==> src/hw/rtl/elt_pkg.sv <==
// ----------------------------------------------------------------------------
// elt_pkg
// Types, constants and small functions shared by the luma tint mask blocks.
// ----------------------------------------------------------------------------
package elt_pkg;

  // field and register widths
  localparam int CfgSizeW  = 13;
  localparam int CoordW    = 12;
  localparam int LumaW     = 8;
  localparam int StyleW    = 3;
  localparam int QualW     = 2;
  localparam int CfgIdxW   = 3;
  localparam int CfgDataW  = 13;

  // frame limits
  localparam int MaxWidth  = 4096;
  localparam int MaxHeight = 4096;

  // geometry
  localparam int PctW      = 6;
  localparam int ProdW     = 18;   // frame size times a percentage
  localparam int RadW      = 11;   // radius, vertical center
  localparam int SqW       = 21;   // squared radius and offset
  localparam int QuoW      = 17;   // normalized distance term, Q1.16
  localparam int DistW     = 18;   // sum of two terms
  localparam int GainW     = 11;   // |tint sum| * 35
  localparam int MinRx     = 8;
  localparam int MinRy     = 10;
  localparam int UnitDist  = 65536;

  // floor(x / 100) for x below 2^18: exact with m = ceil(2^25 / 100)
  localparam int Div100Mul   = 335545;
  localparam int Div100Shift = 25;
  // floor(x / 100) for x below 2^11: exact with m = ceil(2^18 / 100)
  localparam int Div100SMul  = 2622;
  localparam int MagW        = 5;

  // configuration register indexes
  localparam logic [CfgIdxW-1:0] CfgFrameWidth  = 3'd0;
  localparam logic [CfgIdxW-1:0] CfgFrameHeight = 3'd1;
  localparam logic [CfgIdxW-1:0] CfgEffectEn    = 3'd2;
  localparam logic [CfgIdxW-1:0] CfgTintStyle   = 3'd3;
  localparam logic [CfgIdxW-1:0] CfgQuality     = 3'd4;

  // quality codes
  localparam logic [QualW-1:0] QualLite     = 2'd0;
  localparam logic [QualW-1:0] QualBalanced = 2'd1;
  localparam logic [QualW-1:0] QualMax      = 2'd2;

  // tint style: |sum| * 35 and sign of the sum; unknown styles act neutral
  localparam logic [GainW-1:0] TintGain [8] = '{
    11'd0, 11'd1120, 11'd140, 11'd350, 11'd210, 11'd0, 11'd0, 11'd0
  };
  localparam logic TintNeg [8] = '{
    1'b0, 1'b0, 1'b1, 1'b0, 1'b0, 1'b0, 1'b0, 1'b0
  };

  typedef struct packed {
    logic [CfgSizeW-1:0] frame_width;
    logic [CfgSizeW-1:0] frame_height;
    logic                effect_enable;
    logic [StyleW-1:0]   tint_style;
    logic [QualW-1:0]    quality_level;
  } elt_cfg_t;

  typedef struct packed {
    logic [PctW-1:0] cy;
    logic [PctW-1:0] fx;
    logic [PctW-1:0] fy;
  } elt_pct_t;

  // sideband that rides along the distance pipeline
  typedef struct packed {
    logic [LumaW-1:0] luma;
    logic             qualify;
    logic             neg;
    logic [GainW-1:0] gain;
  } elt_side_t;

  typedef struct packed {
    elt_side_t       side;
    logic [SqW-1:0]  adx2;
    logic [SqW-1:0]  rx2;
    logic [SqW-1:0]  ady2;
    logic [SqW-1:0]  ry2;
  } elt_geo_t;

  typedef struct packed {
    elt_side_t       side;
    logic [QuoW-1:0] qx;
    logic [QuoW-1:0] qy;
  } elt_quo_t;

  typedef struct packed {
    logic [SqW-1:0] rem;
    logic           qbit;
  } elt_div_step_t;

  function automatic elt_pct_t quality_pct(input logic [QualW-1:0] q);
    elt_pct_t p;
    unique case (q)
      QualLite: begin
        p.cy = 6'd42; p.fx = 6'd18; p.fy = 6'd22;
      end
      QualMax: begin
        p.cy = 6'd40; p.fx = 6'd26; p.fy = 6'd32;
      end
      default: begin
        p.cy = 6'd42; p.fx = 6'd22; p.fy = 6'd28;
      end
    endcase
    return p;
  endfunction

  function automatic logic [RadW-1:0] div100(input logic [ProdW-1:0] x);
    logic [36:0] p;
    p = 37'(x) * 37'(Div100Mul);
    return p[Div100Shift+RadW-1:Div100Shift];
  endfunction

  // one restoring division step: shift in a bit, subtract when it fits
  function automatic elt_div_step_t div_step(input logic [SqW-1:0] rem,
                                             input logic [SqW-1:0] den,
                                             input logic           nbit);
    logic [SqW:0]  trial;
    elt_div_step_t s;
    trial = {rem, nbit};
    if (trial >= {1'b0, den}) begin
      s.rem  = SqW'(trial - {1'b0, den});
      s.qbit = 1'b1;
    end else begin
      s.rem  = trial[SqW-1:0];
      s.qbit = 1'b0;
    end
    return s;
  endfunction

endpackage

==> src/hw/rtl/elt_dist_div.sv <==
// ----------------------------------------------------------------------------
// elt_dist_div
// Pipelined restoring divider, two lanes: floor(d^2 * 2^16 / r^2) for the
// column and row offsets, one quotient bit per stage.
// ----------------------------------------------------------------------------
module elt_dist_div (
  input  logic              clk,
  input  logic              rst_n,
  input  logic              in_valid,
  output logic              in_ready,
  input  elt_pkg::elt_geo_t in_geo,
  output logic              out_valid,
  input  logic              out_ready,
  output elt_pkg::elt_quo_t out_quo
);

  localparam int NStg = elt_pkg::QuoW;

  logic [NStg-1:0] v_r;
  logic [NStg-1:0] en;

  logic [elt_pkg::SqW-1:0]  rem_x_r [NStg];
  logic [elt_pkg::SqW-1:0]  den_x_r [NStg];
  logic [elt_pkg::QuoW-1:0] q_x_r   [NStg];
  logic [elt_pkg::SqW-1:0]  rem_y_r [NStg];
  logic [elt_pkg::SqW-1:0]  den_y_r [NStg];
  logic [elt_pkg::QuoW-1:0] q_y_r   [NStg];
  elt_pkg::elt_side_t       side_r  [NStg];

  logic [elt_pkg::SqW-1:0]  rem_x_in [NStg];
  logic [elt_pkg::SqW-1:0]  den_x_in [NStg];
  logic [elt_pkg::QuoW-1:0] q_x_in   [NStg];
  logic [elt_pkg::SqW-1:0]  rem_y_in [NStg];
  logic [elt_pkg::SqW-1:0]  den_y_in [NStg];
  logic [elt_pkg::QuoW-1:0] q_y_in   [NStg];
  elt_pkg::elt_side_t       side_in  [NStg];
  logic                     nbit_x   [NStg];
  logic                     nbit_y   [NStg];
  elt_pkg::elt_div_step_t   st_x     [NStg];
  elt_pkg::elt_div_step_t   st_y     [NStg];

  always_comb begin
    en[NStg-1] = !v_r[NStg-1] || out_ready;
    for (int k = NStg - 2; k >= 0; k--) begin
      en[k] = !v_r[k] || en[k+1];
    end
  end

  assign in_ready  = en[0];
  assign out_valid = v_r[NStg-1];

  always_ff @(posedge clk) begin
    if (!rst_n) begin
      v_r <= '0;
    end else begin
      for (int k = 0; k < NStg; k++) begin
        if (en[k]) begin
          v_r[k] <= (k == 0) ? in_valid : v_r[k-1];
        end
      end
    end
  end

  // dividend is d^2 << 16: start from d^2 >> 1, shift in d^2[0], then zeros
  always_comb begin
    for (int k = 0; k < NStg; k++) begin
      if (k == 0) begin
        rem_x_in[k] = in_geo.adx2 >> 1;
        den_x_in[k] = in_geo.rx2;
        q_x_in[k]   = '0;
        nbit_x[k]   = in_geo.adx2[0];
        rem_y_in[k] = in_geo.ady2 >> 1;
        den_y_in[k] = in_geo.ry2;
        q_y_in[k]   = '0;
        nbit_y[k]   = in_geo.ady2[0];
        side_in[k]  = in_geo.side;
      end else begin
        rem_x_in[k] = rem_x_r[k-1];
        den_x_in[k] = den_x_r[k-1];
        q_x_in[k]   = q_x_r[k-1];
        nbit_x[k]   = 1'b0;
        rem_y_in[k] = rem_y_r[k-1];
        den_y_in[k] = den_y_r[k-1];
        q_y_in[k]   = q_y_r[k-1];
        nbit_y[k]   = 1'b0;
        side_in[k]  = side_r[k-1];
      end
      st_x[k] = elt_pkg::div_step(rem_x_in[k], den_x_in[k], nbit_x[k]);
      st_y[k] = elt_pkg::div_step(rem_y_in[k], den_y_in[k], nbit_y[k]);
    end
  end

  always_ff @(posedge clk) begin
    for (int k = 0; k < NStg; k++) begin
      if (en[k]) begin
        rem_x_r[k] <= st_x[k].rem;
        den_x_r[k] <= den_x_in[k];
        q_x_r[k]   <= {q_x_in[k][elt_pkg::QuoW-2:0], st_x[k].qbit};
        rem_y_r[k] <= st_y[k].rem;
        den_y_r[k] <= den_y_in[k];
        q_y_r[k]   <= {q_y_in[k][elt_pkg::QuoW-2:0], st_y[k].qbit};
        side_r[k]  <= side_in[k];
      end
    end
  end

  assign out_quo.side = side_r[NStg-1];
  assign out_quo.qx   = q_x_r[NStg-1];
  assign out_quo.qy   = q_y_r[NStg-1];

endmodule

==> config.mk <==
export PLATFORM = sky130hd
export DESIGN_NAME = elt_dist_div
export DESIGN_NICKNAME = d
export VERILOG_FILES = /design/src/hw/rtl/elt_pkg.sv /design/src/hw/rtl/elt_dist_div.sv
export SDC_FILE = /design/constraint.sdc
export NUM_CORES = 2
export LEC_CHECK = 0
export BUFFER_PORTS_ARGS = -buffer_cell sky130_fd_sc_hd__buf_2
export CAP_MARGIN = 20
export CORE_AREA = 3 3 361 452
export DETAILED_ROUTE_END_ITERATION = 8
export DIE_AREA = 0 0 364 455
export PLACE_DENSITY = 0.92
export RECOVER_POWER = 50
export SLEW_MARGIN = 30
export SYNTH_ARGS = -nofsm -noshare
export SYNTH_HDL_FRONTEND = slang
export SYNTH_SLANG_ARGS = --single-unit
==> constraint.sdc <==
create_clock -name clk -period 10.39 [get_ports clk]
set_input_delay 1.039 -clock clk [delete_from_list [all_inputs] [get_ports clk]]
set_output_delay 1.039 -clock clk [all_outputs]
set_load 0.05 [all_outputs]
=== Word-level counts from Yosys, hierarchy flattened ===
Memory sizes are Yosys's and may differ from the RTL's.
Cells that the tools add are included.

* Register bits: 17
* Bits in writable memories: 2363
* Bits of input ports: 109
* Output and inout port bits: 57
* Logic and storage cells: 194
* Memories: 7

{| class="wikitable"
|+ Memories
! memory !! words !! bits a word !! read ports !! clocked after memory_dff !! write ports !! RTL line !! RTL
|-
| den_x_r || 17 || 21 || 16 || 0 || 17 || elt_dist_div.sv:23 || <nowiki>logic [elt_pkg::SqW-1:0] den_x_r [NStg];</nowiki>
|-
| den_y_r || 17 || 21 || 16 || 0 || 17 || elt_dist_div.sv:26 || <nowiki>logic [elt_pkg::SqW-1:0] den_y_r [NStg];</nowiki>
|-
| rem_x_r || 17 || 21 || 16 || 0 || 17 || elt_dist_div.sv:22 || <nowiki>logic [elt_pkg::SqW-1:0] rem_x_r [NStg];</nowiki>
|-
| rem_y_r || 17 || 21 || 16 || 0 || 17 || elt_dist_div.sv:25 || <nowiki>logic [elt_pkg::SqW-1:0] rem_y_r [NStg];</nowiki>
|-
| side_r || 17 || 21 || 17 || 0 || 17 || elt_dist_div.sv:28 || <nowiki>elt_pkg::elt_side_t side_r [NStg];</nowiki>
|-
| q_x_r || 17 || 17 || 17 || 0 || 17 || elt_dist_div.sv:24 || <nowiki>logic [elt_pkg::QuoW-1:0] q_x_r [NStg];</nowiki>
|-
| 1 more memories || n/a || n/a || n/a || n/a || n/a || n/a ||
|}

* Add/subtract/negate cells: 34
* Order comparisons: 34
* Mux-type cells: 68
* Reductions and logical operators: 34

{| class="wikitable"
|+ Operators with widths
! kind !! count
|-
| 22-bit two-way mux || 34
|-
| 21-bit subtractor || 34
|-
| 22-bit by 21-bit >= comparator with 1-bit output || 32
|-
| 21-bit >= comparator || 2
|-
| 1-bit two-way mux || 34
|-
| 1-bit zero test || 17
|-
| 1-bit logical OR || 17
|}

=== Longest topological paths before layout ===
* Depth after elaboration: 20
* Depth in mapped cells: 13
* Gate-level depth less buffers: 12

=== Worst setup path after synthesis ===
Ideal clock, no wire load.

* Path type: input -> output
* Start: in out_ready
* End: out in_ready
* Arrival: 8.786 ns
* Data required time: 9.351 ns
* Setup slack: 0.565 ns
* Cell stages on the path: 9
* Path buffers: 0
* Path through: nor2b_1 inv_1 nor2_1 and2_1 inv_1 nor3_1 and3_1 and2_1 nand2_1

* Word-level cells in the longest chain between the ends: 17

{| class="wikitable"
|+ Ends and longest elaborated chain
! element !! RTL line !! RTL
|-
| from (decl) || elt_dist_div.sv:13 || <nowiki>input logic out_ready,</nowiki>
|-
| 1-bit logical OR || elt_dist_div.sv:43 || <nowiki>en[NStg-1] = !v_r[NStg-1] || out_ready;</nowiki>
|-
| net en[16] || elt_dist_div.sv:20 || <nowiki>logic [NStg-1:0] en;</nowiki>
|-
| 1-bit logical OR (5 in series) || elt_dist_div.sv:45 || <nowiki>en[k] = !v_r[k] || en[k+1];</nowiki>
|-
| net en[11] || elt_dist_div.sv:20 ||
|-
| 1-bit logical OR (11 in series) || elt_dist_div.sv:45 ||
|-
| to (decl) || elt_dist_div.sv:10 || <nowiki>output logic in_ready,</nowiki>
|}

The timed path passes the listed nets, and every way through them passes these cells.

=== Worst setup path after layout ===
* Start: reg v_r[16]
* End: out in_ready

* Word-level cells in the longest chain between the ends: 18

{| class="wikitable"
|+ Ends and longest elaborated chain
! element !! RTL line !! RTL
|-
| from (decl) || elt_dist_div.sv:19 || <nowiki>logic [NStg-1:0] v_r;</nowiki>
|-
| from (signal, indexed assignment) || elt_dist_div.sv:58 || <nowiki>v_r[k] <= (k == 0) ? in_valid : v_r[k-1];</nowiki>
|-
| 1-bit zero test || elt_dist_div.sv:43 ||
|-
| 1-bit logical OR || elt_dist_div.sv:43 ||
|-
| net en[16] || elt_dist_div.sv:20 ||
|-
| 1-bit logical OR (5 in series) || elt_dist_div.sv:45 ||
|-
| net en[11] || elt_dist_div.sv:20 ||
|-
| 1-bit logical OR (11 in series) || elt_dist_div.sv:45 ||
|}

The timed path passes the listed nets, and every way through them passes these cells.

==> impl_metrics.json <==
{
  "status": "finished with violations",
  "violations": "capacitance limit, slew limit",
  "async_flop_share_pct": 0,
  "synth.largest_area_cell": "edfxtp_1",
  "worst_hold_path.endpoint": "side_r[0][10]",
  "antenna_found_initial": 1,
  "post-cts-setup-buffer-count": 0,
  "gr-total-overflow": 0,
  "yosysSeqAreaShare_pct": 59.56,
  "r2r-start": "v_r[16]",
  "synth_cells": 8062,
  "die_h_um": 455,
  "ys_seq_elements": 2024,
  "critPathMaxStageDelay_ns": 1.04,
  "wl_um": 199900,
  "yosys_most_used_dff": "edfxtp_1",
  "finalHoldViolations": 0,
  "nets": 9218,
  "fp.dieW_um": 364,
  "syn_area_per_cell_um2": 12.62,
  "gp_congestion": 1.061,
  "path_max_fanout": 56,
  "skew_ns": 0.02305,
  "fillerInstances": 10332,
  "ant_nets": 0,
  "final.setup.tns_ns": 0,
  "maxCapViolations": 10,
  "ys_warn_count": 0,
  "fp-row-count": 164,
  "clk_path_buf_depth": 3,
  "synth_fp_nets": 8915,
  "first_iter_violations": 3815,
  "r2r-end": "rem_x_r[0][325]",
  "vias": 62517,
  "hold_start": "in_geo[94]",
  "cts_tree": "yes",
  "crit_arrival_ns": 6.09,
  "grt_setup_unrepaired": "no",
  "seq_area_um2": 60610,
  "finalCritPeriodShare_pct": 68.59,
  "syn_area_um2": 101800,
  "synth_area_leaders": "edfxtp_1 59%, ha_1 8.8%, mux2_2 4.1%, inv_1 3.4%, a21oi_1 3.0%",
  "path_cells": "nor2b_1 -> clkinvlp_2 -> buf_4 -> nor2_1 -> and2_0 -> clkinvlp_2 -> nor3_1 -> buf_4 -> and3_1 -> and2_1 -> nand2_4 -> buf_2",
  "slew_viol_final": 557,
  "crit_path_end_kind": "output port",
  "hpwlAfterDp_um": 149200,
  "post_cts_resized": 0,
  "die_area_um2": 165600,
  "peakVddDrop_mv": 0.2104,
  "cts.sinks": 2024,
  "gr-usage-all-layers_pct": 24.00,
  "p_leak_nw": 45.94,
  "r2r_slack_ns": 3.89,
  "cp_num_buf_inv": 5,
  "path_class": "register to output port",
  "crit_required_ns": 9.35,
  "slew_headroom_pct": -323.5,
  "synth_top_area_share_pct": 59.22,
  "viasPerCell": 5.899,
  "worstSkewPairLatency_ns": 0.84,
  "htreeDepth": 4,
  "drive_gt1_share_pct": 10.09,
  "min_path_type": "input pin to register",
  "hold_ws_ns": 0.3875,
  "multiInputGateArea_um2": 37430,
  "finalSetupViolations": 0,
  "rr_worst_depth": 3,
  "grt_pass1_vias": 63163,
  "path_clk_slew_ns": 0.06,
  "start_util_pct": 63.83,
  "drc": 0,
  "grt_start_max_net_pins": 115,
  "io-pin-count": 166,
  "clockRootBuffer": "clkbuf_16",
  "yosysMostFrequentCell": "edfxtp_1",
  "syn_to_final_growth_pct": 9.438,
  "synth.distinct_cells": 83,
  "start_kind": "register",
  "period_needed_ns": 7.126,
  "fmax_mhz": 140.3,
  "grt_pass1_wl_um": 317200,
  "power_density_nw_per_um2": 307.3,
  "whs_path_depth": 1,
  "startpoint": "v_r[16]",
  "cts_buffers": 185,
  "critPathSlowestCell": "clkinvlp_2",
  "synth_common_cells": "2007 x edfxtp_1, 911 x inv_1, 712 x ha_1",
  "cts_hold_buf": 0,
  "worst_pin_slew_ns": 6.352,
  "synth-edff-count": 2007,
  "port-buffer-count": 165,
  "dr.pass1.iters": 8,
  "wl_per_cell_um": 18.87,
  "core_um2": 159400,
  "worst_path_dominant_cell_family": "simple AND/OR/NAND/NOR gates"
}
-- stage by stage --
step	worst slack [ns]	total power, W	instances	instance area, um^2	util [%]
3_3_place_gp	4.496	0.02640	10252	105300	66.03
4_1_cts	4.090	0.03422	10595	111600	70.01
3_5_place_dp	4.432	0.02709	10252	105400	66.08
2_1_floorplan	0.5645	0.02375	8062	101800	-
6_report	3.264	0.03422	10597	111400	69.85
5_1_grt	2.729	0.03625	10596	111400	69.85
-- state kept, by name (all words and copies together), names as in the netlist --
signal	cells
v_r	17
rem_x_r	336
q_y_r	153
side_r	357
den_x_r	336
den_y_r	336
rem_y_r	336
q_x_r	153
-- per-layer routing --
metal	wire [um]	part of all wire, %	track usage (%)	vias up
met5	0	0	0	-
met4	13270	6.6	14.88	0
met3	7643	3.8	3.594	615
met2	108900	54	46.46	1732
met1	70050	35	23.78	29982
li1	-	-	-	30188
-- cell usage in the layout, fill, tap and decap left out, drive strengths merged, types with 62 or more instances in the layout --
cell type  count
nor2         540
xnor2        333
a21oi        614
nand4         86
nor3         126
mux2         376
inv          917
buf          100
ha           712
nand2        341
edfxtp      2007
clkinv        79
o21a         100
nand2b        77
o21ai        335
xor2         166
o21bai        62
nor2b         95
clkbuf       331
nand3        120
a21o         244
-- where the power goes --
part	switching [W]	total [W]	internal [W]
Combinational	0.00768	0.0141	0.00638
Sequential	0.00121	0.0132	0.0120
Clock	0.00293	0.00691	0.00399
Total	0.0118	0.0342	0.0224
-- logic make-up (layout without fill, tap and decap cells) --
group           count (synthesis)  count (layout)  share of synthesized area (%)
flops                        2024            2024                          59.56
xor+xnor                      499             499                          4.295
fa+ha+maj                     744             744                          9.383
simple gates                 1629            1629                          7.644
mux                           402             402                          4.424
compound gates               1753            1753                          10.90
other cells                     0               1                              0
buf+inv                      1011            1470                          3.800
-- how the worst max path moves through the flow --
stage               end  slack, ns  cells past startpoint
2_1_floorplan  in_ready       0.56                      9
3_3_place_gp   in_ready       4.50                     13
3_5_place_dp   in_ready       4.43                     13
4_1_cts        in_ready       4.09                     12
5_1_grt        in_ready       2.73                     12
6_report       in_ready       3.26                     12
-- worst register-to-register path, cell delays in order (launching register included) --
cell and delay [ns]:
dfxtp_1 0.31, nor2b_1 0.19, nand2_1 0.80, clkbuf_1 4.33
-- cell type report --
type	instances	area share (%)
antenna	1	0.002247
sequential	2024	54.42
inverter	912	3.088
clock buffer	216	4.319
clock inverter	127	1.299
timing repair buffer	215	0.9358
multi-input combinational	5027	33.61
tap	2075	2.331
(Power assumes the default switching activity.)
