<file path="src/hw/rtl/elt_pkg.sv">
// ----------------------------------------------------------------------------
// elt_pkg
// Types, constants and small functions shared by the luma tint mask blocks.
// ----------------------------------------------------------------------------
package elt_pkg;

  // field and register widths
  localparam int CfgSizeW  = 13;
  localparam int CoordW    = 12;
  localparam int LumaW     = 8;
  localparam int StyleW    = 3;
  localparam int QualW     = 2;
  localparam int CfgIdxW   = 3;
  localparam int CfgDataW  = 13;

  // frame limits
  localparam int MaxWidth  = 4096;
  localparam int MaxHeight = 4096;

  // geometry
  localparam int PctW      = 6;
  localparam int ProdW     = 18;   // frame size times a percentage
  localparam int RadW      = 11;   // radius, vertical center
  localparam int SqW       = 21;   // squared radius and offset
  localparam int QuoW      = 17;   // normalized distance term, Q1.16
  localparam int DistW     = 18;   // sum of two terms
  localparam int GainW     = 11;   // |tint sum| * 35
  localparam int MinRx     = 8;
  localparam int MinRy     = 10;
  localparam int UnitDist  = 65536;

  // floor(x / 100) for x below 2^18: exact with m = ceil(2^25 / 100)
  localparam int Div100Mul   = 335545;
  localparam int Div100Shift = 25;
  // floor(x / 100) for x below 2^11: exact with m = ceil(2^18 / 100)
  localparam int Div100SMul  = 2622;
  localparam int MagW        = 5;

  // configuration register indexes
  localparam logic [CfgIdxW-1:0] CfgFrameWidth  = 3'd0;
  localparam logic [CfgIdxW-1:0] CfgFrameHeight = 3'd1;
  localparam logic [CfgIdxW-1:0] CfgEffectEn    = 3'd2;
  localparam logic [CfgIdxW-1:0] CfgTintStyle   = 3'd3;
  localparam logic [CfgIdxW-1:0] CfgQuality     = 3'd4;

  // quality codes
  localparam logic [QualW-1:0] QualLite     = 2'd0;
  localparam logic [QualW-1:0] QualBalanced = 2'd1;
  localparam logic [QualW-1:0] QualMax      = 2'd2;

  // tint style: |sum| * 35 and sign of the sum; unknown styles act neutral
  localparam logic [GainW-1:0] TintGain [8] = '{
    11'd0, 11'd1120, 11'd140, 11'd350, 11'd210, 11'd0, 11'd0, 11'd0
  };
  localparam logic TintNeg [8] = '{
    1'b0, 1'b0, 1'b1, 1'b0, 1'b0, 1'b0, 1'b0, 1'b0
  };

  typedef struct packed {
    logic [CfgSizeW-1:0] frame_width;
    logic [CfgSizeW-1:0] frame_height;
    logic                effect_enable;
    logic [StyleW-1:0]   tint_style;
    logic [QualW-1:0]    quality_level;
  } elt_cfg_t;

  typedef struct packed {
    logic [PctW-1:0] cy;
    logic [PctW-1:0] fx;
    logic [PctW-1:0] fy;
  } elt_pct_t;

  // sideband that rides along the distance pipeline
  typedef struct packed {
    logic [LumaW-1:0] luma;
    logic             qualify;
    logic             neg;
    logic [GainW-1:0] gain;
  } elt_side_t;

  typedef struct packed {
    elt_side_t       side;
    logic [SqW-1:0]  adx2;
    logic [SqW-1:0]  rx2;
    logic [SqW-1:0]  ady2;
    logic [SqW-1:0]  ry2;
  } elt_geo_t;

  typedef struct packed {
    elt_side_t       side;
    logic [QuoW-1:0] qx;
    logic [QuoW-1:0] qy;
  } elt_quo_t;

  typedef struct packed {
    logic [SqW-1:0] rem;
    logic           qbit;
  } elt_div_step_t;

  function automatic elt_pct_t quality_pct(input logic [QualW-1:0] q);
    elt_pct_t p;
    unique case (q)
      QualLite: begin
        p.cy = 6'd42; p.fx = 6'd18; p.fy = 6'd22;
      end
      QualMax: begin
        p.cy = 6'd40; p.fx = 6'd26; p.fy = 6'd32;
      end
      default: begin
        p.cy = 6'd42; p.fx = 6'd22; p.fy = 6'd28;
      end
    endcase
    return p;
  endfunction

  function automatic logic [RadW-1:0] div100(input logic [ProdW-1:0] x);
    logic [36:0] p;
    p = 37'(x) * 37'(Div100Mul);
    return p[Div100Shift+RadW-1:Div100Shift];
  endfunction

  // one restoring division step: shift in a bit, subtract when it fits
  function automatic elt_div_step_t div_step(input logic [SqW-1:0] rem,
                                             input logic [SqW-1:0] den,
                                             input logic           nbit);
    logic [SqW:0]  trial;
    elt_div_step_t s;
    trial = {rem, nbit};
    if (trial >= {1'b0, den}) begin
      s.rem  = SqW'(trial - {1'b0, den});
      s.qbit = 1'b1;
    end else begin
      s.rem  = trial[SqW-1:0];
      s.qbit = 1'b0;
    end
    return s;
  endfunction

endpackage

</file>
<file path="src/hw/rtl/elt_geom.sv">
// ----------------------------------------------------------------------------
// elt_geom
// Four stages: ellipse geometry from the frame size, bounds test, offsets
// and squares feeding the distance divider.
// ----------------------------------------------------------------------------
module elt_geom (
  input  logic              clk,
  input  logic              rst_n,
  input  elt_pkg::elt_cfg_t cfg,
  input  logic              in_valid,
  output logic              in_ready,
  input  logic [elt_pkg::CoordW-1:0] in_col,
  input  logic [elt_pkg::CoordW-1:0] in_row,
  input  logic [elt_pkg::LumaW-1:0]  in_luma,
  output logic              out_valid,
  input  logic              out_ready,
  output elt_pkg::elt_geo_t out_geo
);

  localparam int NStg = 4;

  logic [NStg-1:0] v_r;
  logic [NStg-1:0] en;

  // stage 0: clamp frame size, percent products, tint lookup
  logic [elt_pkg::LumaW-1:0]    luma0_r, luma1_r, luma2_r;
  logic [elt_pkg::CoordW-1:0]   col0_r, row0_r, col1_r, row1_r;
  logic [elt_pkg::CfgSizeW-1:0] w0_r, h0_r, w1_r, h1_r;
  logic [elt_pkg::CoordW-1:0]   xc0_r, xc1_r;
  logic [elt_pkg::ProdW-1:0]    pw0_r, pcy0_r, pfy0_r;
  logic                         act0_r, act1_r;
  logic                         neg0_r, neg1_r, neg2_r;
  logic [elt_pkg::GainW-1:0]    gain0_r, gain1_r, gain2_r;

  logic [elt_pkg::CfgSizeW-1:0] w_nxt, h_nxt;
  logic [elt_pkg::GainW-1:0]    gain_nxt;
  elt_pkg::elt_pct_t            pct;

  // stage 1
  logic [elt_pkg::RadW-1:0] rx1_r, ry1_r, yc1_r;
  logic [elt_pkg::RadW-1:0] rx_nxt, ry_nxt, yc_nxt;

  // stage 2
  logic [elt_pkg::RadW-1:0] adx2_r, ady2_r, rx2_r, ry2_r;
  logic                     qual2_r;
  logic [elt_pkg::CfgSizeW-1:0] col13, row13, xc13, yc13, rx13, ry13;
  logic [elt_pkg::CoordW-1:0]   adx_full, ady_full;
  logic                         x_ok, y_ok, qual_nxt;

  // stage 3
  elt_pkg::elt_geo_t geo3_r;
  logic [2*elt_pkg::RadW-1:0] sq_adx, sq_rx, sq_ady, sq_ry;

  always_comb begin
    en[NStg-1] = !v_r[NStg-1] || out_ready;
    for (int k = NStg - 2; k >= 0; k--) begin
      en[k] = !v_r[k] || en[k+1];
    end
  end

  assign in_ready  = en[0];
  assign out_valid = v_r[NStg-1];
  assign out_geo   = geo3_r;

  always_ff @(posedge clk) begin
    if (!rst_n) begin
      v_r <= '0;
    end else begin
      for (int k = 0; k < NStg; k++) begin
        if (en[k]) begin
          v_r[k] <= (k == 0) ? in_valid : v_r[k-1];
        end
      end
    end
  end

  always_comb begin
    w_nxt    = (cfg.frame_width > elt_pkg::CfgSizeW'(elt_pkg::MaxWidth)) ?
               elt_pkg::CfgSizeW'(elt_pkg::MaxWidth) : cfg.frame_width;
    h_nxt    = (cfg.frame_height > elt_pkg::CfgSizeW'(elt_pkg::MaxHeight)) ?
               elt_pkg::CfgSizeW'(elt_pkg::MaxHeight) : cfg.frame_height;
    pct      = elt_pkg::quality_pct(cfg.quality_level);
    gain_nxt = elt_pkg::TintGain[cfg.tint_style];
  end

  always_ff @(posedge clk) begin
    if (en[0]) begin
      luma0_r <= in_luma;
      col0_r  <= in_col;
      row0_r  <= in_row;
      w0_r    <= w_nxt;
      h0_r    <= h_nxt;
      xc0_r   <= w_nxt[elt_pkg::CfgSizeW-1:1];
      pw0_r   <= elt_pkg::ProdW'(w_nxt) * elt_pkg::ProdW'(pct.fx);
      pcy0_r  <= elt_pkg::ProdW'(h_nxt) * elt_pkg::ProdW'(pct.cy);
      pfy0_r  <= elt_pkg::ProdW'(h_nxt) * elt_pkg::ProdW'(pct.fy);
      act0_r  <= cfg.effect_enable && (gain_nxt != '0);
      neg0_r  <= elt_pkg::TintNeg[cfg.tint_style];
      gain0_r <= gain_nxt;
    end
  end

  // stage 1: divide the percent products by 100, apply radius minimums
  always_comb begin
    rx_nxt = elt_pkg::div100(pw0_r);
    ry_nxt = elt_pkg::div100(pfy0_r);
    yc_nxt = elt_pkg::div100(pcy0_r);
    if (rx_nxt < elt_pkg::RadW'(elt_pkg::MinRx)) rx_nxt = elt_pkg::RadW'(elt_pkg::MinRx);
    if (ry_nxt < elt_pkg::RadW'(elt_pkg::MinRy)) ry_nxt = elt_pkg::RadW'(elt_pkg::MinRy);
  end

  always_ff @(posedge clk) begin
    if (en[1]) begin
      luma1_r <= luma0_r;
      col1_r  <= col0_r;
      row1_r  <= row0_r;
      w1_r    <= w0_r;
      h1_r    <= h0_r;
      xc1_r   <= xc0_r;
      act1_r  <= act0_r;
      neg1_r  <= neg0_r;
      gain1_r <= gain0_r;
      rx1_r   <= rx_nxt;
      ry1_r   <= ry_nxt;
      yc1_r   <= yc_nxt;
    end
  end

  // stage 2: bounding box of the ellipse, clipped to the frame; absolute offsets
  always_comb begin
    col13 = elt_pkg::CfgSizeW'(col1_r);
    row13 = elt_pkg::CfgSizeW'(row1_r);
    xc13  = elt_pkg::CfgSizeW'(xc1_r);
    yc13  = elt_pkg::CfgSizeW'(yc1_r);
    rx13  = elt_pkg::CfgSizeW'(rx1_r);
    ry13  = elt_pkg::CfgSizeW'(ry1_r);
    x_ok  = (col13 + rx13 >= xc13) && (col13 < w1_r) && (col13 < xc13 + rx13);
    y_ok  = (row13 + ry13 >= yc13) && (row13 < h1_r) && (row13 < yc13 + ry13);
    qual_nxt = act1_r && x_ok && y_ok;
    adx_full = (col13 >= xc13) ? elt_pkg::CoordW'(col13 - xc13) :
                                 elt_pkg::CoordW'(xc13 - col13);
    ady_full = (row13 >= yc13) ? elt_pkg::CoordW'(row13 - yc13) :
                                 elt_pkg::CoordW'(yc13 - row13);
  end

  always_ff @(posedge clk) begin
    if (en[2]) begin
      luma2_r <= luma1_r;
      neg2_r  <= neg1_r;
      gain2_r <= gain1_r;
      qual2_r <= qual_nxt;
      rx2_r   <= rx1_r;
      ry2_r   <= ry1_r;
      // zero the offsets off the box so the divider stays in range
      adx2_r  <= qual_nxt ? adx_full[elt_pkg::RadW-1:0] : '0;
      ady2_r  <= qual_nxt ? ady_full[elt_pkg::RadW-1:0] : '0;
    end
  end

  // stage 3: squares
  always_comb begin
    sq_adx = adx2_r * adx2_r;
    sq_rx  = rx2_r * rx2_r;
    sq_ady = ady2_r * ady2_r;
    sq_ry  = ry2_r * ry2_r;
  end

  always_ff @(posedge clk) begin
    if (en[3]) begin
      geo3_r.side.luma    <= luma2_r;
      geo3_r.side.qualify <= qual2_r;
      geo3_r.side.neg     <= neg2_r;
      geo3_r.side.gain    <= gain2_r;
      geo3_r.adx2         <= sq_adx[elt_pkg::SqW-1:0];
      geo3_r.rx2          <= sq_rx[elt_pkg::SqW-1:0];
      geo3_r.ady2         <= sq_ady[elt_pkg::SqW-1:0];
      geo3_r.ry2          <= sq_ry[elt_pkg::SqW-1:0];
    end
  end

endmodule

</file>
<file path="config.mk">
export PLATFORM = sky130hd
export DESIGN_NAME = elt_geom
export DESIGN_NICKNAME = d
export VERILOG_FILES = /design/src/hw/rtl/elt_pkg.sv /design/src/hw/rtl/elt_geom.sv
export SDC_FILE = /design/constraint.sdc
export NUM_CORES = 2
export LEC_CHECK = 0
export ABC_AREA = 1
export BUFFER_PORTS_ARGS = -buffer_cell sky130_fd_sc_hd__buf_2
export CORE_MARGIN = 2
export CORE_UTILIZATION = 25
export DETAILED_ROUTE_END_ITERATION = 10
export PLACE_DENSITY = 0.46
export SYNTH_ARGS = -nofsm -noshare
export SYNTH_HDL_FRONTEND = slang
export SYNTH_SLANG_ARGS = --single-unit
export TNS_END_PERCENT = 1
</file>
<file path="constraint.sdc">
create_clock -name clk -period 9.72 [get_ports clk]
set_clock_uncertainty 0.15 [all_clocks]
set_input_delay 0.486 -clock clk [delete_from_list [all_inputs] [get_ports clk]]
set_output_delay 0.486 -clock clk [all_outputs]
set_load 0.005 [all_outputs]
</file>
==> Word level (Yosys, flattened, before mapping) <==
Memories as Yosys holds them, arrays and structs flattened. A register that Yosys moved wholly into a read port is not among the register bits.
Cells that the tools add are included.
{ "word_totals": {"out_inout_bits": 107, "rom_bits": 96, "memories": 2, "register_bits": 426, "input_bits": 68, "elab_cells": 102} }
{ "memory_table": {"columns": ["name", "words", "width", "rd", "rd_clocked_by_memory_dff", "write_ports", "line_no", "rtl"], "rows": [
  ["(name not given)", 8, 11, 1, 0, 0, "elt_geom.sv:83", "gain_nxt = elt_pkg::TintGain[cfg.tint_style];"],
  ["(name not given)", 8, 1, 1, 1, 0, "elt_geom.sv:98", "neg0_r <= elt_pkg::TintNeg[cfg.tint_style];"]
]} }
{ "op_classes": {"eq_ne": 1, "mul": 10, "addsub": 8, "n_reduce_logical": 17, "bitwise": 1, "n_lt_le_gt_ge": 13, "mux": 7} }
{ "ops": {"columns": ["cell", "n"], "rows": [
  ["multiplier 18 x 19 -> 36 bit (second input constant)", 3],
  ["multiplier 11 x 11 -> 21 bit", 4],
  ["multiplier 13 x 6 -> 18 bit", 3],
  ["two-way mux 11 bit", 4],
  ["subtractor 11 bit", 4],
  ["adder 12 x 11 -> 13 bit", 3],
  ["less-than comparator 12 x 13 -> 1 bit", 3],
  ["case mux 14 bit (2 select lines)", 1],
  ["greater-than comparator 13 bit (second input constant)", 2],
  ["two-way mux 13 bit", 2],
  ["less-than comparator 11 x 4 -> 1 bit (second input constant)", 2],
  [">= comparator 13 x 11 -> 1 bit", 1],
  [">= comparator 13 x 12 -> 1 bit", 1],
  ["adder 11 x 11 -> 12 bit", 1],
  [">= comparator 12 x 11 -> 1 bit", 1],
  [">= comparator 12 bit", 1],
  ["less-than comparator 12 bit", 1],
  ["nonzero test 11 bit", 1],
  ["logical AND 1 bit", 7],
  [">= comparator 4 bit (second input constant)", 1],
  ["logical NOT 1 bit", 4],
  ["logical OR 1 bit", 4],
  ["NOT 3 -> 4 bit", 1],
  ["== test 2 bit (second input constant)", 1],
  ["logical NOT 2 bit", 1]
]} }

==> Longest topological paths before layout <==
{ "depth": {"word_depth": 6, "mapped_depth": 30, "depth_no_buf": 30} }

==> Worst setup path after synthesis <==
No wires, ideal clock.
{ "synth_path": {"path_type": "input port to output port", "startpoint": "input port out_ready", "endpoint": "output port in_ready", "arrival_time_ns": 6.512, "path_slack_ns": 2.572, "n_path_buf": 0, "required_time_ns": 9.084, "cell_stages": 6, "path_cell_list": "nor2_1 -> inv_1 -> nor2_1 -> inv_1 -> nor2_1 -> nand2_1"} }
{ "synth_between": {"elab_chain_len": 4} }
{ "synth_lines": {"columns": ["element", "line_no", "rtl"], "rows": [
  ["start, declared", "elt_geom.sv:16", "input logic out_ready,"],
  ["logical OR 1 bit", "elt_geom.sv:55", "en[NStg-1] = !v_r[NStg-1] || out_ready;"],
  ["net en[3]", "elt_geom.sv:23", "logic [NStg-1:0] en;"],
  ["logical OR 1 bit", "elt_geom.sv:57", "en[k] = !v_r[k] || en[k+1];"],
  ["net en[2]", "elt_geom.sv:23", null],
  ["logical OR 1 bit (2 in series)", "elt_geom.sv:57", null],
  ["end, declared", "elt_geom.sv:11", "output logic in_ready,"]
]} }
The timed path passes the listed nets, and every way through them passes these cells.

==> Worst setup path in the final report <==
{ "layout_path": {"startpoint": "register pw0_r[7] (netlist name)", "endpoint": "register rx1_r[1] (netlist name), data pin"} }
{ "layout_between": {"elab_chain_len": 2} }
{ "layout_lines": {"columns": ["element", "line_no", "rtl"], "rows": [
  ["start, declared", "elt_geom.sv:30", "logic [elt_pkg::ProdW-1:0] pw0_r, pcy0_r, pfy0_r;"],
  ["start signal, assigned", "elt_geom.sv:94", "pw0_r <= elt_pkg::ProdW'(w_nxt) * elt_pkg::ProdW'(pct.fx);"],
  ["multiplier 18 x 19 -> 36 bit (*)", "elt_pkg.sv:118", "p = 37'(x) * 37'(Div100Mul);"],
  ["less-than comparator 11 x 4 -> 1 bit", "elt_geom.sv:108", "if (rx_nxt < elt_pkg::RadW'(elt_pkg::MinRx)) rx_nxt = elt_pkg::RadW'(elt_pkg::MinRx);"],
  ["end signal, assigned", "elt_geom.sv:123", "rx1_r <= rx_nxt;"],
  ["end, declared", "elt_geom.sv:40", "logic [elt_pkg::RadW-1:0] rx1_r, ry1_r, yc1_r;"]
]} }
Every way passes the cells marked *; elsewhere a longest branch is shown, timed or not.
A chain may end at the register's enable or synchronous reset.

==> run_results.csv <==
group,metric,value,unit
critical_path,crit_path_end_kind,"flop",
clock_network,clock-sinks,375,
global_route,grt_max_degree,63,
sta,setup_viol,0,
routing,drtPass1Iterations,8,
clock_network,clk_pin_slew_worst_paths,0.06,ns
routing,drt_iter0_markers,1815,
final_layout,fin_area,59400,um^2
routing,drt_wl_total,136,mm
critical_path,crit_top_cell,"fa_1",
floorplanning,die_x,466,um
critical_path,worstPathMaxFanout,8,
synth,ys_types,56,
placed_design,hpwlAfterDp,116,mm
clock_network,cts_made_buffers,49,
clock_network,ctsResizeCount,0,
final_layout,n_fill_cell,22602,
clock_network,cts-root-buf,"clkbuf_16",
critical_path,start_kind,"flop",
routing,viasPerCell,4.19,
global_route,grt.busiest_layer,"met2",
sta,max_freq,0.169,GHz
placed_design,io_buffers,168,
floorplanning,coreArea,212000,um^2
floorplanning,num_rows,169,
global_route,grt_usage,12.7,%
hold_path,hold_class,"in -> reg",
final_layout,final_layout_size_suffix_gt1_share,5.69,%
critical_path,max_stage_delay,0.58,ns
placed_design,place.gp.congestion,0.867,
global_route,grt_pass1_vias,40145,
floorplanning,io-pin-count,175,
synth,synth_edf_count,371,
status,violations,"DRC",
synth,yosysMostFrequentCell,"inv_1",
status,status,"finished, violations left",
synth,avgSynthCellArea,9.04,um^2
sta,fin_crit,5.93,ns
final_layout,seqCellArea,11200,um^2
critical_path,arrival,6.18,ns
floorplanning,initial_core_util,25.1,%
final_layout,multi_input_area,36000,um^2
floorplanning,dieArea,217000,um^2
final_layout,syn_to_final_growth,11.4,%
global_route,grt_pass1_wl,220,mm
synth,yosysWarnings,0,
sta,timing.final.crit_share,61.0,%
synth,synth-seq-cells,375,
sta,worstMarginPinSlew,0.991,ns
sta,rsz0062_at_grt,"no",
synth,synthFlopType,"edfxtp_1",
critical_path,worstSetupPathType,"reg -> reg",
global_route,grtUsageMet1,17.3,%
clock_network,clk_path_buf_depth,3,
critical_path,crit_path_top_delay_cell,"edfxtp_1",
critical_path,cp_cell_sequence,"inv_1 -> fa_1 -> fa_1 -> fa_1 -> inv_1 -> fa_1 -> fa_1 -> inv_1 -> fa_1 -> inv_1 -> ha_1 -> nand2_1 -> nor2_1 -> inv_1 -> a21oi_1 -> o21bai_1 -> nand4_1 -> nand2_1 -> nor2_1 -> nand2_1 -> nor2_2 -> nor2_1",
routing,post-route-drc-count,44,
floorplanning,die_y,466,um
placed_design,placed_cell_area,57400,um^2
routing,wire_per_inst,15.2,um
flow_run,maxCapViolCount,0,
sta,fin_setup_tns,0,ns
synth,synthTopCellsByArea,"fa_1 24%, ha_1 21%, edfxtp_1 21%",
synth,synth_async_sr_flop_share,0,%
synth,seq_area_frac_synth,21.0,%
synth,synth_top_area_share,24.4,%
sta,hold_viol_final,0,
critical_path,cp.required,9.98,ns
clock_network,cts_tree,"done",
clock_network,insertion_delay,0.66,ns
global_route,grtUsageMet2,21.4,%
routing,antenna_left,0,
synth,synthTopCellsByCount,"1523 x inv_1, 992 x nand2_1, 896 x ha_1",
global_route,overflow,0,
global_route,antenna_found_initial,13,
clock_network,cts_max_level,2,
synth,syn-cell-area,53300,um^2
synth,synth_top_area_cell,"fa_1",
routing,vias,37539,
sta,finalMaxSlewViolations,0,
final_layout,nNetsFinal,7709,
synth,syn-instance-count,5900,
sta,slew-limit-headroom,33.9,%
global_route,grtUsageMet3,1.35,%
==> layer usage <==
metal,routed length (um),up-vias,share of wire [%]
li1,-,18784,-
met1,65100,18139,48
met2,63200,472,46
met3,4290,138,3.2
met4,3380,6,2.5
met5,41,-,0.030
==> worst paths after layout <==
| check | to | depth (start not counted) | slack (ns) | start |
|---|---|---|---|---|
| worst min-delay path | h0_r[12] | 1 | 0.09 | cfg[18] |
| worst min register to register | h1_r[8] | 0 | 0.26 | h0_r[8] |
| worst max-delay path | rx1_r[1] | 22 | 3.79 | pw0_r[7] |
| worst max register to register | rx1_r[1] | 22 | 3.79 | pw0_r[7] |
==> registers in the layout (all words and copies together), names as in the netlist, 8 cells and up <==
| name | cells |
|---|---|
| rx1_r | 11 |
| luma0_r | 8 |
| ady2_r | 11 |
| ry1_r | 11 |
| h0_r | 13 |
| h1_r | 13 |
| pw0_r | 16 |
| out_geo | 96 |
| col0_r | 12 |
| row1_r | 12 |
| pfy0_r | 17 |
| ry2_r | 11 |
| luma1_r | 8 |
| rx2_r | 11 |
| row0_r | 12 |
| adx2_r | 11 |
| w0_r | 13 |
| pcy0_r | 17 |
| col1_r | 12 |
| luma2_r | 8 |
| yc1_r | 11 |
| w1_r | 13 |
==> critical path, delay by kind of cell, from the launching register on <==
kind / cells / cell delay, ns
AND/OR/NAND/NOR: 8 / 0.94
AO/OA/AOI/OAI: 2 / 0.24
flip-flops: 1 / 0.58
adder cells (fa/ha/maj): 7 / 3.32
buffers and inverters: 5 / 0.44
==> final cells by class <==
cell class                 instances  area share, %
timing repair buffer             214           2.16
tap                             2821           5.94
clock buffer                      54           2.10
sequential                       375           18.9
clock inverter                    37          0.642
multi-input combinational       3923           60.6
antenna                            2        0.00842
inverter                        1533           9.70
==> cells by family (layout without fill, tap and decap cells) <==
kind of cell,after synthesis,after routing,share of synthesized area (%)
buffers and inverters,1611,1838,11.6
flip-flops,375,375,21.0
other,1,12,0.00703
XOR/XNOR,219,219,3.60
AO/OA/AOI/OAI,539,539,5.72
AND/OR/NAND/NOR,1609,1609,12.7
multiplexers,1,1,0.0211
adder cells (fa/ha/maj),1545,1545,45.4
==> layout by cell type (no fill, tap or decap), types with 12 or more instances in the layout <==
master and count:
nor2_1 326, a211oi_1 12, xor2_1 145, nor2_2 17, nand2_1 991, clkbuf_16 49, xnor2_1 74, dlygate4sd3_1 39
nand4_1 30, o21ai_0 117, nand3_1 127, ha_1 896, fa_1 649, nor3_2 24, edfxtp_1 371, inv_1 1520
nor3_1 29, a21oi_1 275, buf_2 168, a21o_1 32, o21bai_1 26, a31oi_1 17
==> through the flow <==
stage | hold WS (ns) | setup slack (ns) | instances | utilization (%)
finish | 0.0871 | 3.79 | 8959 | 28.0
global route | 0.0621 | 3.31 | 8957 | 28.0
CTS | 0.0392 | 3.79 | 8957 | 28.0
detailed placement | 0.255 | 3.81 | 8827 | 27.1
global placement | 0.250 | 3.85 | 8827 | 27.1
floorplan | 0.250 | 2.57 | 5909 | -
==> repair_timing <==
action                                  4_1_cts  5_1_grt
endpoints found under the setup margin        0        0
setup buffers                                 0        0
endpoints found under the hold margin        41        0
hold buffers                                 39        0
Power is left out: the tool's default activity adds up to more than one toggle a clock period on the data nets, which glitch-free logic cannot reach.
